==> src/hdl/lgge_pkg.sv <==
// ----------------------------------------------------------------------------
// Life grid package
// Shared widths, codes and the control/result types of the row cell chain.
// ----------------------------------------------------------------------------
`default_nettype none

package lgge_pkg;

    localparam int DEF_MAX_ROWS = 64;
    localparam int DEF_MAX_COLS = 64;

    localparam int ROW_W = 6;
    localparam int COL_W = 6;
    localparam int KIND_W = 2;
    localparam int CNT_W = 4;
    localparam int CFG_W = 7;
    localparam int CFG_IDX_W = 1;
    // Compare width: holds any row or column index up to the largest grid.
    localparam int CMP_W = 9;

    localparam logic [KIND_W-1:0] KIND_TOGGLE  = 2'd0;
    localparam logic [KIND_W-1:0] KIND_ADVANCE = 2'd1;

    localparam logic [CFG_IDX_W-1:0] REG_ROWS_IN_USE = 1'd0;
    localparam logic [CFG_IDX_W-1:0] REG_COLS_IN_USE = 1'd1;

    localparam logic [CFG_W-1:0] ROWS_RESET = 7'd64;
    localparam logic [CFG_W-1:0] COLS_RESET = 7'd64;

    // B3/S23: a live cell survives with two or three neighbors, a dead one
    // is born with exactly three.
    localparam logic [CNT_W-1:0] LIFE_SURVIVE = 4'd2;
    localparam logic [CNT_W-1:0] LIFE_BIRTH   = 4'd3;

    typedef struct packed {
        logic             toggle;
        logic             advance;
        logic [ROW_W-1:0] row;
        logic [COL_W-1:0] col;
        logic [CFG_W-1:0] rows_in_use;
    } t_cell_ctrl;

    typedef struct packed {
        logic             alive;
        logic [CNT_W-1:0] count;
    } t_cell_res;

endpackage

`default_nettype wire

==> src/hdl/lgge_row_cell.sv <==
// ----------------------------------------------------------------------------
// Life grid row cell
// Holds one grid row, computes its next generation from the neighbor rows
// and reports the addressed cell and its neighbor count.
// ----------------------------------------------------------------------------
`default_nettype none

module lgge_row_cell #(
    parameter int MAX_COLS = lgge_pkg::DEF_MAX_COLS,
    parameter int ROW_IDX  = 0
) (
    input  logic                  i_clk,
    input  logic                  i_rst_n,
    input  lgge_pkg::t_cell_ctrl  i_ctrl,
    input  logic [MAX_COLS-1:0]   i_col_mask,
    input  logic [MAX_COLS-1:0]   i_up_row,
    input  logic [MAX_COLS-1:0]   i_dn_row,
    input  logic [2:0]            i_up_win,
    input  logic [2:0]            i_dn_win,
    output logic [MAX_COLS-1:0]   o_row,
    output logic [2:0]            o_win,
    output lgge_pkg::t_cell_res   o_res
);
    import lgge_pkg::*;

    logic [MAX_COLS-1:0] r_bits;
    logic [MAX_COLS-1:0] n_bits;
    logic [MAX_COLS-1:0] live;
    logic [MAX_COLS-1:0] next_gen;
    logic [MAX_COLS-1:0] tog_mask;
    logic [MAX_COLS+1:0] pad_up;
    logic [MAX_COLS+1:0] pad_own;
    logic [MAX_COLS+1:0] pad_dn;
    logic [MAX_COLS+1:0] own_shift;
    logic                row_active;
    logic                row_sel;
    logic [CNT_W-1:0]    win_cnt;

    assign row_active = CMP_W'(ROW_IDX) < {2'b00, i_ctrl.rows_in_use};
    assign row_sel    = CMP_W'(ROW_IDX) == {3'b000, i_ctrl.row};

    // Cells outside the grid in use keep their value but look dead to others.
    assign live    = row_active ? (r_bits & i_col_mask) : '0;
    assign pad_up  = {1'b0, i_up_row, 1'b0};
    assign pad_own = {1'b0, live, 1'b0};
    assign pad_dn  = {1'b0, i_dn_row, 1'b0};

    always_comb begin
        logic [CNT_W-1:0] cnt;
        cnt = '0;
        next_gen = '0;
        for (int c = 0; c < MAX_COLS; c++) begin
            cnt = CNT_W'(pad_up[c]) + CNT_W'(pad_up[c+1]) + CNT_W'(pad_up[c+2])
                + CNT_W'(pad_own[c]) + CNT_W'(pad_own[c+2])
                + CNT_W'(pad_dn[c]) + CNT_W'(pad_dn[c+1]) + CNT_W'(pad_dn[c+2]);
            next_gen[c] = live[c] ? (cnt == LIFE_SURVIVE || cnt == LIFE_BIRTH)
                                  : (cnt == LIFE_BIRTH);
        end
    end

    assign tog_mask = {{(MAX_COLS-1){1'b0}}, 1'b1} << i_ctrl.col;

    always_comb begin
        n_bits = r_bits;
        if (i_ctrl.advance && row_active) begin
            n_bits = (next_gen & i_col_mask) | (r_bits & ~i_col_mask);
        end else if (i_ctrl.toggle && row_sel) begin
            n_bits = r_bits ^ tog_mask;
        end
    end

    always_ff @(posedge i_clk) begin
        if (!i_rst_n) begin
            r_bits <= '0;
        end else begin
            r_bits <= n_bits;
        end
    end

    // Three-cell window around the addressed column, for the neighbor rows.
    assign own_shift = pad_own >> i_ctrl.col;
    assign o_win     = own_shift[2:0];
    assign o_row     = live;

    assign win_cnt = CNT_W'(i_up_win[0]) + CNT_W'(i_up_win[1]) + CNT_W'(i_up_win[2])
                   + CNT_W'(o_win[0]) + CNT_W'(o_win[2])
                   + CNT_W'(i_dn_win[0]) + CNT_W'(i_dn_win[1]) + CNT_W'(i_dn_win[2]);

    assign o_res.alive = row_sel & o_win[1];
    assign o_res.count = row_sel ? win_cnt : '0;

endmodule

`default_nettype wire
==> config.mk <==
export PLATFORM = sky130hd
export DESIGN_NAME = lgge_row_cell
export DESIGN_NICKNAME = d
export VERILOG_FILES = /design/src/hdl/lgge_pkg.sv /design/src/hdl/lgge_row_cell.sv
export SDC_FILE = /design/constraint.sdc
export NUM_CORES = 1
export LEC_CHECK = 0
export BUFFER_PORTS_ARGS = -buffer_cell sky130_fd_sc_hd__buf_2
export CORE_MARGIN = 1
export CORE_UTILIZATION = 49
export DETAILED_ROUTE_END_ITERATION = 6
export GPL_TIMING_DRIVEN = 0
export PLACE_DENSITY = 0.76
export SYNTH_ARGS = -nofsm -noshare
export SYNTH_HDL_FRONTEND = slang
export SYNTH_SLANG_ARGS = --single-unit
==> constraint.sdc <==
create_clock -name i_clk -period 5.3 [get_ports i_clk]
set_input_delay 0.53 -clock i_clk [delete_from_list [all_inputs] [get_ports i_clk]]
set_output_delay 0.53 -clock i_clk [all_outputs]
set_load 0.01 [all_outputs]
* After elaboration in Yosys (flattened, before gate mapping)
Cells that the tools add are included.
** Word-level totals
- Bits in registers :: 64
- Memory bits (writable) :: 0
- Bits in latches :: 0
- Memories kept :: 0
- Input port bits :: 221
- Memory bits (read-only) :: 0
** Cells by class
- Shifts and indexed selects :: 2
- Divide/modulo/power cells :: 0
- Multipliers :: 0
- Bitwise operators :: 7
- Mux-type cells :: 68
- $lt $le $gt $ge :: 1
- $add $sub $neg :: 448
- Reductions and logical operators :: 68
- Equality and inequality tests :: 128
** Operator list (count)
- 4-bit by 1-bit adder with 4-bit output :: 256
- 4-bit by 2-bit == test with 1-bit output (second input constant) :: 128
- 3-bit by 1-bit adder with 4-bit output :: 64
- 2-bit by 1-bit adder with 3-bit output :: 64
- 64-bit AND :: 3
- 64-bit 2-to-1 mux :: 3
- 1-bit by 1-bit adder with 2-bit output :: 64
- 65-bit by 6-bit >> shifter with 3-bit output :: 1
- 1-bit logical OR :: 64
- 1-bit 2-to-1 mux :: 64
- 64-bit NOT :: 1
- 64-bit bitwise OR :: 1
- 1-bit by 6-bit left shift with 64-bit output (first input constant) :: 1
- 64-bit bitwise XOR :: 1
- 1-bit by 7-bit less-than comparator with 1-bit output (first input constant) :: 1
- 6-bit logical NOT :: 1
- 4-bit 2-to-1 mux :: 1
- 1-bit logical AND :: 2
- 2-bit nonzero test :: 1
- 1-bit AND :: 1

* Logic depth before layout (Yosys ltp)
Gate-level depths: netlist of run 1.
- Word-level depth :: 13
- Gate-level depth with buffers :: 16

* Least setup slack after synthesis of run 1
No wires, ideal clock.
- Path type :: input-to-output
- Start point :: input i_ctrl[7] (netlist name)
- End point :: output o_res[2] (netlist name)
- Setup slack :: 0.993 ns
- Buffers on the path :: 3
- Data arrival time :: 3.777 ns
- Required time :: 4.770 ns
- Stages on the path :: 16
- Cells stage by stage :: buf_2 -> buf_6 -> buf_4 -> nand3b_1 -> a221oi_1 -> a31oi_1 -> o211a_1 -> nor3_1 -> o22ai_1 -> fa_1 -> fa_1 -> inv_1 -> ha_1 -> fa_1 -> xnor2_1 -> nor2_1
** RTL lines
- start, declared :: line lgge_row_cell.sv:14 : input lgge_pkg::t_cell_ctrl i_ctrl,
- end, declared :: line lgge_row_cell.sv:22 : output lgge_pkg::t_cell_res o_res

==> results of run 1 <==
## critical path, stage by stage
cell	delay, ns
buf_2	0.12
nor4_4	0.42
nand2_1	0.29
clkbuf_2	0.32
o2111ai_1	0.15
a21oi_1	0.13
a311o_1	0.40
o22ai_2	0.22
fa_1	0.48
fa_1	0.50
inv_1	0.05
ha_1	0.20
fa_1	0.49
and3_2	0.18
buf_2	0.13
## metrics by stage
| step | cells | cell area [sq um] | worst slack, ns | hold slack [ns] |
|---|---|---|---|---|
| CTS | 2702 | 18710 | 0.04208 | 0.4862 |
| global placement | 2686 | 18390 | -0.2677 | 0.4707 |
| global route | 2705 | 18730 | 0.06596 | 0.5183 |
| finish | 2707 | 18740 | 0.1685 | 0.4928 |
| floorplan | 1955 | 16390 | 0.9927 | 0.4593 |
| detailed placement | 2686 | 18390 | -0.2501 | 0.4797 |
## cell usage in the layout (no fill, tap or decap), drive strengths merged, types with 59 or more instances in the layout
master | Yosys | final
a21oi | 195 | 195
buf | 37 | 325
dfxtp | 64 | 64
fa | 256 | 256
ha | 191 | 191
inv | 392 | 392
nand2 | 192 | 192
nand3 | 172 | 172
nor3 | 59 | 59
o211a | 65 | 65
o21ai | 102 | 102
## final timing paths
path                            startpoint       end  slack, ns  cells after the start
worst min register to register        flop      flop       0.49                      2
worst max register to register        flop      flop       2.18                     11
worst max-delay path             i_ctrl[4]  o_res[1]       0.17                     15
worst min-delay path                  flop      flop       0.49                      2
## power by group
group	internal, mW	switching [mW]
clock	0.388	0.233
combinational	1.14	1.53
sequential	0.534	0.0733
## per-layer routing
layer	GRT usage	wire, um
met5	0	44
met4	0.1233	1775
met3	0.04522	3519
met2	0.5165	24430
met1	0.3777	20610
## layout make-up
class | count | area [sq um] | share of cell area
Clock buffer | 13 | 260.3 | 0.01389
Tap cell | 442 | 553.0 | 0.02951
Buffer | 66 | 304.0 | 0.01622
Multi-Input combinational cell | 1431 | 13360 | 0.7131
Antenna cell | 5 | 12.51 | 0.0006677
Inverter | 394 | 1479 | 0.07892
Sequential cell | 64 | 1281 | 0.06837
Clock inverter | 3 | 40.04 | 0.002137
Timing Repair Buffer | 289 | 1446 | 0.07719
## repair_timing
action / in CTS / in global routing
gates cloned: 0 / 0
setup endpoints to repair: 2 / 2
gates resized for setup: 4 / 5
## kinds of logic (layout without fill, tap and decap cells)
family	after synthesis	count (layout)	synth area share
AND/OR/NAND/NOR	477	477	0.1359
XOR/XNOR	56	56	0.02992
other	0	5	0
AO/OA/AOI/OAI	425	425	0.1597
buffers and inverters	460	765	0.1083
adder cells (fa/ha/maj)	447	447	0.4584
multiplexers	26	26	0.02961
flip-flops	64	64	0.07816
==> impl_metrics.py, run 1 <==
metrics = {
    "yosys": {
        "ys_seq_area_frac": 0.07816,
        "ys_types": 58,
        "ys.flop_type": "dfxtp_1",
        "ys_top_cells_by_area": "fa_1 31%, ha_1 15%, inv_1 9.0%",
        "synth_area_leader_cell": "fa_1",
        "synth_warnings": 0,
        "syn-num-nets": 2623,
        "synth-seq-cells": 64,
        "synthArstFlopShare": 0,
        "synth_area_per_cell_sq_um": 8.385,
        "synth_most_common_cell": "inv_1",
        "syn-instance-count": 1955,
        "synth.cell_area_sq_mm": 0.01639,
        "synth_edf_count": 0,
        "synth.top_cell.area_share": 0.3126,
        "yosys-top-cells-count": "392 x inv_1, 256 x fa_1, 195 x a21oi_1",
    },
    "final_layout": {
        "fin_nets": 2923,
        "layout-drive-gt1-share": 0.1619,
        "utilization": 0.5730,
        "area_delta_synth_final_pct": 14.31,
        "fillers": 3060,
    },
    "place": {
        "dp_hpwl_um": 42870,
        "gp_congestion": 0.9959,
        "io_buffers": 289,
    },
    "floorplan": {
        "die_y_um": 184.9,
        "num_rows": 66,
        "ioPinCount": 293,
        "die_width_um": 184.9,
        "core_sq_mm": 0.03270,
        "die_area_sq_mm": 0.03419,
        "start_util": 0.5013,
    },
    "timing": {
        "finalCritPeriodShare": 0.9682,
        "layout_min_cycle_time_ns": 5.132,
        "skew_ns": 0.006150,
        "slew_viol_final": 0,
        "rsz0062_at_grt": "no",
        "finalSetupTns_ns": 0,
        "max_slew_margin": 0.3555,
        "tightest_slew_ns": 0.9667,
        "setup_viol": 0,
        "hold_violations": 0,
        "fmax_mhz": 194.9,
    },
    "drt": {
        "drtAntennaViolNets": 0,
        "drt-pass1-iter-count": 5,
        "drt-initial-drc-count": 1014,
        "wl_per_cell_um": 18.61,
        "drc": 0,
        "routed-via-count": 15340,
        "vias_per_cell": 5.668,
        "wl_um": 50370,
    },
    "run": {
        "drv_cap": 0,
    },
    "clocking": {
        "cts_root_buf": "clkbuf_16",
        "post_cts_buffers": 0,
        "clk_pin_slew_ns": 0.05,
        "cts_inserted_buffers": 9,
        "insertion_delay_ns": 0.35,
        "max-clock-path-buffers": 2,
        "holdBufCountCts": 0,
        "htreeDepth": 3,
        "cts.sinks": 64,
        "cts_tree": "yes",
    },
    "worst_setup_path": {
        "worst_ep_required_time_ns": 4.77,
        "cp.arrival_ns": 4.60,
        "critPathCaptureType": "primary output",
        "start_kind": "input port",
        "cp_max_fo": 10,
        "crit_type": "input port to primary output",
    },
    "global_routing": {
        "grt_pass1_vias": 15670,
        "antenna_found_initial": 8,
        "grt.overflow.total": 0,
        "grt_usage": 0.3010,
        "grt_pass1_wl_um": 80010,
        "grt_max_degree": 11,
    },
    "power_and_ir_drop": {
        "peakVddDrop_uv": 160.4,
        "p_per_area_mw_per_mm2": 207.9,
        "finalPower_mw": 3.896,
        "power_leakage_nw": 10.13,
    },
    "min_path": {
        "hp-class": "flop to flop",
    },
    "run_status": {
        "status": "finished clean",
    },
}
(Power assumes the default switching activity.)
==> run 2: changes to the inputs <==
--- a/config.mk
+++ b/config.mk
@@ -5,6 +5,7 @@
 export SDC_FILE = /design/constraint.sdc
 export NUM_CORES = 1
 export LEC_CHECK = 0
+export ABC_AREA = 1
 export BUFFER_PORTS_ARGS = -buffer_cell sky130_fd_sc_hd__buf_2
 export CORE_MARGIN = 1
 export CORE_UTILIZATION = 49
==> run 2 against run 1 <==
  * Clock-buffer cell count is 3 lower
  * Sequential share of layout area is 0.26 points lower
  * Synthesized area is 4.7% higher
  * Wire length is 20% higher
  * Clock power is 11% higher
  * Hold slack better by 0.011 ns
  * Critical path depth is 5 higher
  * Sequential cell count stayed put
  * Via count is 12% higher
  * Cell count is 14% higher
  * Sequential power is 4.0% lower
  * Register-to-register slack worse by 0.35 ns
==> impl_metrics.py, run 2 <==
metrics = {
    "run_status": {
        "status": "finished clean",
    },
    "global_routing": {
        "grt_usage": 0.3430,
        "grt_max_degree": 12,
        "antenna_found_initial": 0,
        "grt.overflow.total": 0,
        "grt_pass1_wl_um": 93160,
        "grt_pass1_vias": 17110,
    },
    "final_layout": {
        "utilization": 0.5640,
        "fillers": 3356,
        "multiInputGateArea_sq_mm": 0.01349,
        "final_cells": 3077,
        "area_delta_synth_final_pct": 13.53,
        "mostFrequentLayoutCell": "inv_1",
        "mostFrequentLayoutCells": "514 x inv_1, 370 x nand2_1, 314 x buf_2, 256 x fa_1, 192 x nand3_1",
        "layout-drive-gt1-share": 0.1568,
        "design_area_sq_mm": 0.01948,
        "fin_nets": 3285,
        "diodes": 0,
        "regArea_sq_mm": 0.001281,
    },
    "drt": {
        "drt-pass1-iter-count": 6,
        "dr_wl_met3_um": 5585,
        "routed-via-count": 17160,
        "drtAntennaViolNets": 0,
        "top_layer_used": "met4",
        "wl_per_cell_um": 19.64,
        "dr_wl_met2_um": 28680,
        "wl_met1_um": 23480,
        "vias_per_cell": 5.578,
        "drc": 0,
        "wl_um": 60430,
        "drt-initial-drc-count": 1599,
    },
    "timing": {
        "slew_viol_final": 0,
        "finalSetupTns_ns": 0,
        "skew_ns": 0.006617,
        "rsz0062_at_grt": "no",
        "setup_viol": 0,
        "hold_ws_ns": 0.5036,
        "finalCritPeriodShare": 0.9468,
        "hold_violations": 0,
        "layout_min_cycle_time_ns": 5.018,
        "tightest_slew_ns": 1.197,
        "worst_slack_ns": 0.2821,
        "max_slew_margin": 0.1950,
        "fmax_mhz": 199.3,
    },
    "clocking": {
        "clk_pin_slew_ns": 0.06,
        "cts.sinks": 64,
        "cts_tree": "yes",
        "cts_inserted_buffers": 9,
        "holdBufCountCts": 0,
        "max-clock-path-buffers": 2,
        "cts_root_buf": "clkbuf_16",
        "insertion_delay_ns": 0.35,
        "post_cts_buffers": 0,
        "htreeDepth": 3,
    },
    "worst_setup_path": {
        "cp_max_fo": 4,
        "critPathCaptureType": "primary output",
        "crit_start": "i_ctrl[6]",
        "start_kind": "input port",
        "worst_ep_required_time_ns": 4.77,
        "crit_type": "input port to primary output",
        "cp.arrival_ns": 4.49,
    },
    "yosys": {
        "syn-num-nets": 2989,
        "ys_top_cells_by_area": "fa_1 30%, ha_1 14%, inv_1 11%",
        "syn-instance-count": 2321,
        "synth.cell_area_sq_mm": 0.01716,
        "synth_most_common_cell": "inv_1",
        "synth_warnings": 0,
        "synth_edf_count": 0,
        "ys_types": 55,
        "ys_seq_area_frac": 0.07466,
        "synthArstFlopShare": 0,
        "yosys-top-cells-count": "514 x inv_1, 370 x nand2_1, 256 x fa_1",
        "ys.flop_type": "dfxtp_1",
        "synth.top_cell.area_share": 0.2987,
        "synth_area_per_cell_sq_um": 7.393,
        "synth_area_leader_cell": "fa_1",
        "synth-seq-cells": 64,
    },
    "power_and_ir_drop": {
        "peakVddDrop_uv": 157.7,
        "finalPower_mw": 4.003,
        "swShare": 0.4803,
        "power_frac_comb": 0.682,
        "p_clk_frac": 0.172,
        "power_leakage_nw": 10.71,
        "p_per_area_mw_per_mm2": 205.4,
        "seqPwrFrac": 0.146,
        "p_switching_mw": 1.922,
        "internal-power_mw": 2.080,
    },
    "floorplan": {
        "die_area_sq_mm": 0.03577,
        "start_util": 0.4968,
        "die_width_um": 189.1,
        "ioPinCount": 293,
        "die_y_um": 189.1,
        "num_rows": 68,
        "core_sq_mm": 0.03454,
    },
    "place": {
        "dp_hpwl_um": 50540,
        "gp_congestion": 1.048,
        "io_buffers": 285,
        "place_inst": 3061,
        "dp_slack_ns": 0.04957,
        "place_area_sq_mm": 0.01916,
    },
    "run": {
        "drv_cap": 0,
    },
    "min_path": {
        "hp-class": "flop to flop",
    },
}
run 2: worst max-delay path, cell delays in order:
cell and delay (ns):
buf_2 0.11, nor2_1 0.13, nand2_2 0.13, o21ai_1 0.58, inv_1 0.24, nand2_1 0.14, nand3_1 0.08, nand3_1 0.09
nand3_1 0.11, nand3_1 0.16, nand3_1 0.14, nand2_1 0.15, fa_1 0.45, fa_1 0.48, inv_1 0.04, ha_1 0.20
fa_1 0.38, xnor2_1 0.13, nor2_1 0.09, buf_2 0.13
run 2: kinds of logic (layout without fill, tap and decap cells):
logic type | count (synthesis) | in the layout | share of synthesized area
compound gates | 391 | 391 | 0.1241
xor+xnor | 25 | 25 | 0.01276
fa+ha+maj | 447 | 447 | 0.4379
buf+inv | 599 | 900 | 0.1394
flops | 64 | 64 | 0.07466
simple gates | 795 | 795 | 0.2112
run 2: final timing paths:
| path | endpoint | slack (ns) | cells past startpoint |
|---|---|---|---|
| setup / recovery | o_res[2] | 0.28 | 20 |
| hold / removal | flop | 0.50 | 2 |
| setup reg to reg | flop | 1.83 | 13 |
| hold reg to reg | flop | 0.50 | 2 |
run 2: timing repair:
item / 4_1_cts / 5_1_grt
endpoints found under the setup margin: 0 / 2
hold endpoints to repair: 0 / 0
resized for setup: 0 / 2
run 2: cell type report:
class                           count  area share
Multi-Input combinational cell   1658      0.6925
Inverter                          526      0.1015
Timing Repair Buffer              285     0.07321
Sequential cell                    64     0.06576
Tap cell                          455     0.02922
Buffer                             73     0.02132
Clock buffer                       10     0.01227
Clock inverter                      6    0.004239
run 2: power by group through the flow:
stage | sequential (mW) | combinational, mW | clock [mW]
floorplan | 0.576 | 1.91 | 0
global placement | 0.588 | 2.52 | 0
detailed placement | 0.591 | 2.71 | 0
CTS | 0.581 | 2.73 | 0.677
global route | 0.590 | 3.17 | 0.696
finish | 0.583 | 2.73 | 0.690
run 2: layer usage:
metal	up-vias	GRT usage
met5	-	0
met4	0	0.1529
met3	147	0.05412
met2	860	0.5785
met1	8193	0.4327
li1	7964	-
